===== src/hdl/sft_ram.sv =====
`default_nettype none
module sft_ram #(
  parameter int WIDTH = 8,
  parameter int DEPTH = 16
) (
  input  wire logic                     clk,
  input  wire logic                     we,
  input  wire logic [$clog2(DEPTH)-1:0] waddr,
  input  wire logic [WIDTH-1:0]         wdata,
  input  wire logic                     re,
  input  wire logic [$clog2(DEPTH)-1:0] raddr,
  output logic      [WIDTH-1:0]         rdata
);

  logic [WIDTH-1:0] mem [DEPTH];

  always_ff @(posedge clk) begin
    if (we) begin
      mem[waddr] <= wdata;
    end
    if (re) begin
      rdata <= mem[raddr];
    end
  end

endmodule
`default_nettype wire


===== config.mk =====
export PLATFORM = sky130hd
export DESIGN_NAME = sft_ram
export DESIGN_NICKNAME = d
export VERILOG_FILES = /design/src/hdl/sft_ram.sv
export SDC_FILE = /design/constraint.sdc
export NUM_CORES = 1
export LEC_CHECK = 0
export BUFFER_PORTS_ARGS = -buffer_cell sky130_fd_sc_hd__clkbuf_2
export CAP_MARGIN = 25
export CORE_MARGIN = 2
export CORE_UTILIZATION = 45
export DETAILED_ROUTE_END_ITERATION = 8
export GPL_TIMING_DRIVEN = 0
export PLACE_DENSITY = 0.59
export SYNTH_ARGS = -nofsm -noshare
export SYNTH_HDL_FRONTEND = slang
export SYNTH_SLANG_ARGS = --single-unit

===== constraint.sdc =====
create_clock -name clk -period 1.75 [get_ports clk]
set_input_delay 0.0875 -clock clk [delete_from_list [all_inputs] [get_ports clk]]
set_output_delay 0.0875 -clock clk [all_outputs]
set_load 0.01 [all_outputs]

# --- Word-level counts from Yosys, hierarchy flattened ---
# Memory sizes are Yosys's and may differ from the RTL's. A register that Yosys moved wholly into a read port is not among the register bits.
# Cells that the tools add are included.
totals:
  mem_count: 1
  elab_cells: 3
  input_bits: 19
  register_bits: 0
  output_inout_bits: 8
  mem_bits_rw: 128
mem_list:
  columns: ["name", "depth", "width", "read_ports", "rd_ports_with_merged_regs", "write_ports", "line_no", "rtl"]
  rows:
  - ["mem", 16, 8, 1, 1, 1, "15", "logic [WIDTH-1:0] mem [DEPTH];"]
classes:
  n_mux: 2
ops:
  columns: ["cell", "n"]
  rows:
  - ["1-bit 2-to-1 mux", 2]

# --- Depth between registers and ports, before layout ---
depth:
  ltp_word: 2
  mapped_depth: 5
  mapped_depth_nobuf: 3

# --- Worst setup path before layout ---
# No wires, ideal clock.
synth_timing:
  path_type: "input to register"
  from: "input waddr[2]"
  to: "memory mem[0][0], enable pin"
  path_slack_ns: 0.170
  arrival_time_ns: 1.197
  required_ns: 1.367
  path_stages: 2
  n_path_buf: 0
  path_cell_list: "or3b_2 -> nor3_1"
synth_rtl:
  columns: ["element", "line_no", "rtl"]
  rows:
  - ["from (decl)", "8", "input wire logic [$clog2(DEPTH)-1:0] waddr,"]
  - ["to (decl)", "15", null]
# No word-level cell before the write port.

==> reports/qor.csv <==
stage,metric,value,unit
place,dpl cells,401,
synthesis,Post-Syn Nets,248,
sta,setup TNS,0,ns
critical_path,Reg-to-Reg End,rdata[0]$_DFFE_PP_,
critical_path,crit path launch type,register,
clock_network,number of CTS-inserted buffers,17,
routing,drt pass-1 iters,4,
synthesis,Synth cell types,18,
global_route,GRT Total Usage,16.9,%
synthesis,synth warn,0,
critical_path,FF-to-FF Start,mem[2][0]$_DFFE_PP_,
pwr,Pwr Density,1170,nW/um^2
clock_network,CTS tree,done,
sta,Max Slew Vio Count,0,
critical_path,Setup CP Type,register to register,
layout,"Design Area, Final",6060,um^2
synthesis,Synth top area share,78.1,%
critical_path,Critical Path RT,1.89,ns
floorplanning,initial cell density of the core,46.0,%
pwr,Max VDD drop,418,uV
clock_network,Post-CTS Setup Bufs,0,
worst_hold_path,hold path cells,1,
critical_path,worst-path maximum fanout,1,
synthesis,"Async S/R FF share, synth",0,%
layout,diodes inserted,0,
global_route,vias in the first global route,2422,
routing,routed len/inst,22.7,um
routing,Final ANT Viol Nets,0,
clock_network,post_cts resized,0,
floorplanning,# rows,39,
synthesis,ys flop type,edfxtp_1,
synthesis,"Seq/Total Area, Yosys",78.1,%
critical_path,Critical Path AT,1.72,ns
clock_network,Max Buffers Root-to-Sink,2,
sta,Worst Tran Pin Value,0.816,ns
floorplanning,Die Span X,112,um
global_route,largest net degree at the start of global routing,17,
layout,fin nets,296,
floorplanning,area of the die,12500,um^2
clock_network,hold_buf cts,0,
clock_network,clock transition at the registers of the reported paths,0.05,ns
synthesis,syn_area_per_cell,22.8,um^2
synthesis,cell taking the most area after synthesis,edfxtp_1,
layout,area delta synth->final,15.8,%
outcome,outcome,"complete, no violations",
floorplanning,Ports,27,
worst_hold_path,hold endpoint,rdata[1]$_DFFE_PP_,
critical_path,worst-case reg-to-reg path depth,3,
global_route,first-pass GRT wire length,14700,um
global_route,GR Overflow Total,0,
synthesis,Gate Count Post-Synth,229,
floorplanning,Die H,112,um
place,GP Congestion,0.704,
job,maxcap violations,0,
sta,# setup viols final,0,
layout,layout cell share with drive strength beyond 1,27.6,%
critical_path,R2R Setup Slk,0.17,ns
critical_path,Crit. End Element,register,
sta,Fmax achieved,0.634,GHz
sta,skew final,0.00447,ns
pwr,leakage power,2.03,nW
synthesis,Post-synth top cells,"edfxtp_1 (136), mux4_2 (18), a22oi_1 (16)",
place,Detailed Place HPWL,6280,um
sta,RSZ-0062 raised after global routing,false,
worst_hold_path,Hold Crit Class,input pin to register,
clock_network,CTS Sinks,136,
worst_hold_path,Min-Delay Startpoint,re,
pwr,Final Power,0.00708,W
sta,period utilization,90.1,%
layout,Final Non-Filler Cells,429,
floorplanning,Core Box Area,11400,um^2
sta,Slew HR,45.4,%
synthesis,number of synthesized flops with an enable pin,136,
routing,via count,2411,
clock_network,CTS H-tree lvls,4,
clock_network,Root Buffer,clkbuf_16,
synthesis,most frequent cell after synthesis,edfxtp_1,
sta,Period minus WS final,1.58,ns
routing,Remaining DRCs,0,
place,Placed Area,5560,um^2
layout,Fillers,894,
routing,WL final,9730,um
routing,Iter 0 DRT Violations,125,
synthesis,synthesized cell area,5230,um^2
sta,final hold violations,0,
clock_network,Clock Latency Late Sink,0.40,ns
place,I/O Buffers,25,
synthesis,Area contributors post-synth,"edfxtp_1 (78%), mux4_2 (7.8%), mux4_1 (7.0%), a22oi_1 (2.3%), nor2_1 (0.93%)",
global_route,initial antenna violation count,0,
synthesis,Yosys reg bits,136,
routing,Via density,5.62,
sta,hold slack,0.0674,ns
==> flip-flops by register name, summed over array words and instances (netlist names) <==
register  count
mem         128
rdata         8
==> how the worst max path moves through the flow <==
| stage | from | endpoint | slack [ns] | depth (start not counted) |
|---|---|---|---|---|
| 2_1_floorplan | waddr[2] | mem[0][0]$_DFFE_PP_ | 0.17 | 2 |
| 3_3_place_gp | waddr[2] | mem[0][7]$_DFFE_PP_ | -0.47 | 3 |
| 3_5_place_dp | waddr[2] | mem[3][1]$_DFFE_PP_ | -0.06 | 3 |
| 4_1_cts | mem[5][0]$_DFFE_PP_ | rdata[0]$_DFFE_PP_ | 0.15 | 3 |
| 5_1_grt | mem[1][0]$_DFFE_PP_ | rdata[0]$_DFFE_PP_ | 0.1 | 3 |
| 6_report | mem[2][0]$_DFFE_PP_ | rdata[0]$_DFFE_PP_ | 0.17 | 3 |
==> worst max-delay path, cell delays in order, from the launching register on <==
cell	delay (ns)
edfxtp_1	0.36
mux4_1	0.50
a22oi_1	0.34
nand2_1	0.12
==> area by class of cell <==
class	count	area [um^2]	share of cell area (%)
clock buffers	20	437	7.21
multi-input cells	83	1060	17.5
flip-flops and latches	136	4080	67.4
repair buffers	29	153	2.52
clock inverters	8	60.1	0.992
well taps	143	179	2.95
plain buffers	10	86.3	1.43
==> metrics by stage <==
step	util, %	setup WS, ns
after floorplan	-	0.170
after global placement	48.7	-0.469
after detailed placement	48.9	-0.0636
after CTS	53.3	0.149
after global routing	53.3	0.0975
final	53.3	0.174
==> metal layers <==
metal / routed length (um) / up-vias / track usage (%)
li1: - / 1076 / -
met1: 4280 / 1245 / 23.9
met2: 4760 / 76 / 25.1
met3: 470 / 14 / 3.86
met4: 223 / 0 / 8.23
met5: 0 / - / 0
==> placed cells by master (no fill, tap or decap) <==
cell type and count:
nand3_1 1, nor2_1 13, clkbuf_2 25, buf_4 4, edfxtp_1 136, nor2b_1 1
a22oi_1 16, or3b_2 1, bufinv_16 1, clkinv_1 4, nand2b_1 2, buf_6 3
clkinv_2 3, mux4_1 14, nand3b_1 2, nor3_1 4, nand2_1 9, buf_2 4
clkdlybuf4s25_2 3, mux4_2 18, clkbuf_16 17, and2_1 1, clkbuf_1 3, and2b_1 1
==> cells by family (layout without fill, tap and decap cells) <==
group / after synthesis / count (layout) / share of synthesized area, %
DFF: 136 / 136 / 78.1
and+or+nand+nor: 35 / 35 / 3.14
muxes: 32 / 32 / 14.8
AOI/OAI and AO/OA: 16 / 16 / 2.30
buffers and inverters: 10 / 67 / 1.65
==> report_power, final <==
part           total [W]  internal [W]  switching, W
clock network    0.00304       0.00189       0.00115
registers        0.00369       0.00367     0.0000147
logic           0.000349      0.000142      0.000206
Note: power is estimated with default switching activity, not from simulation.
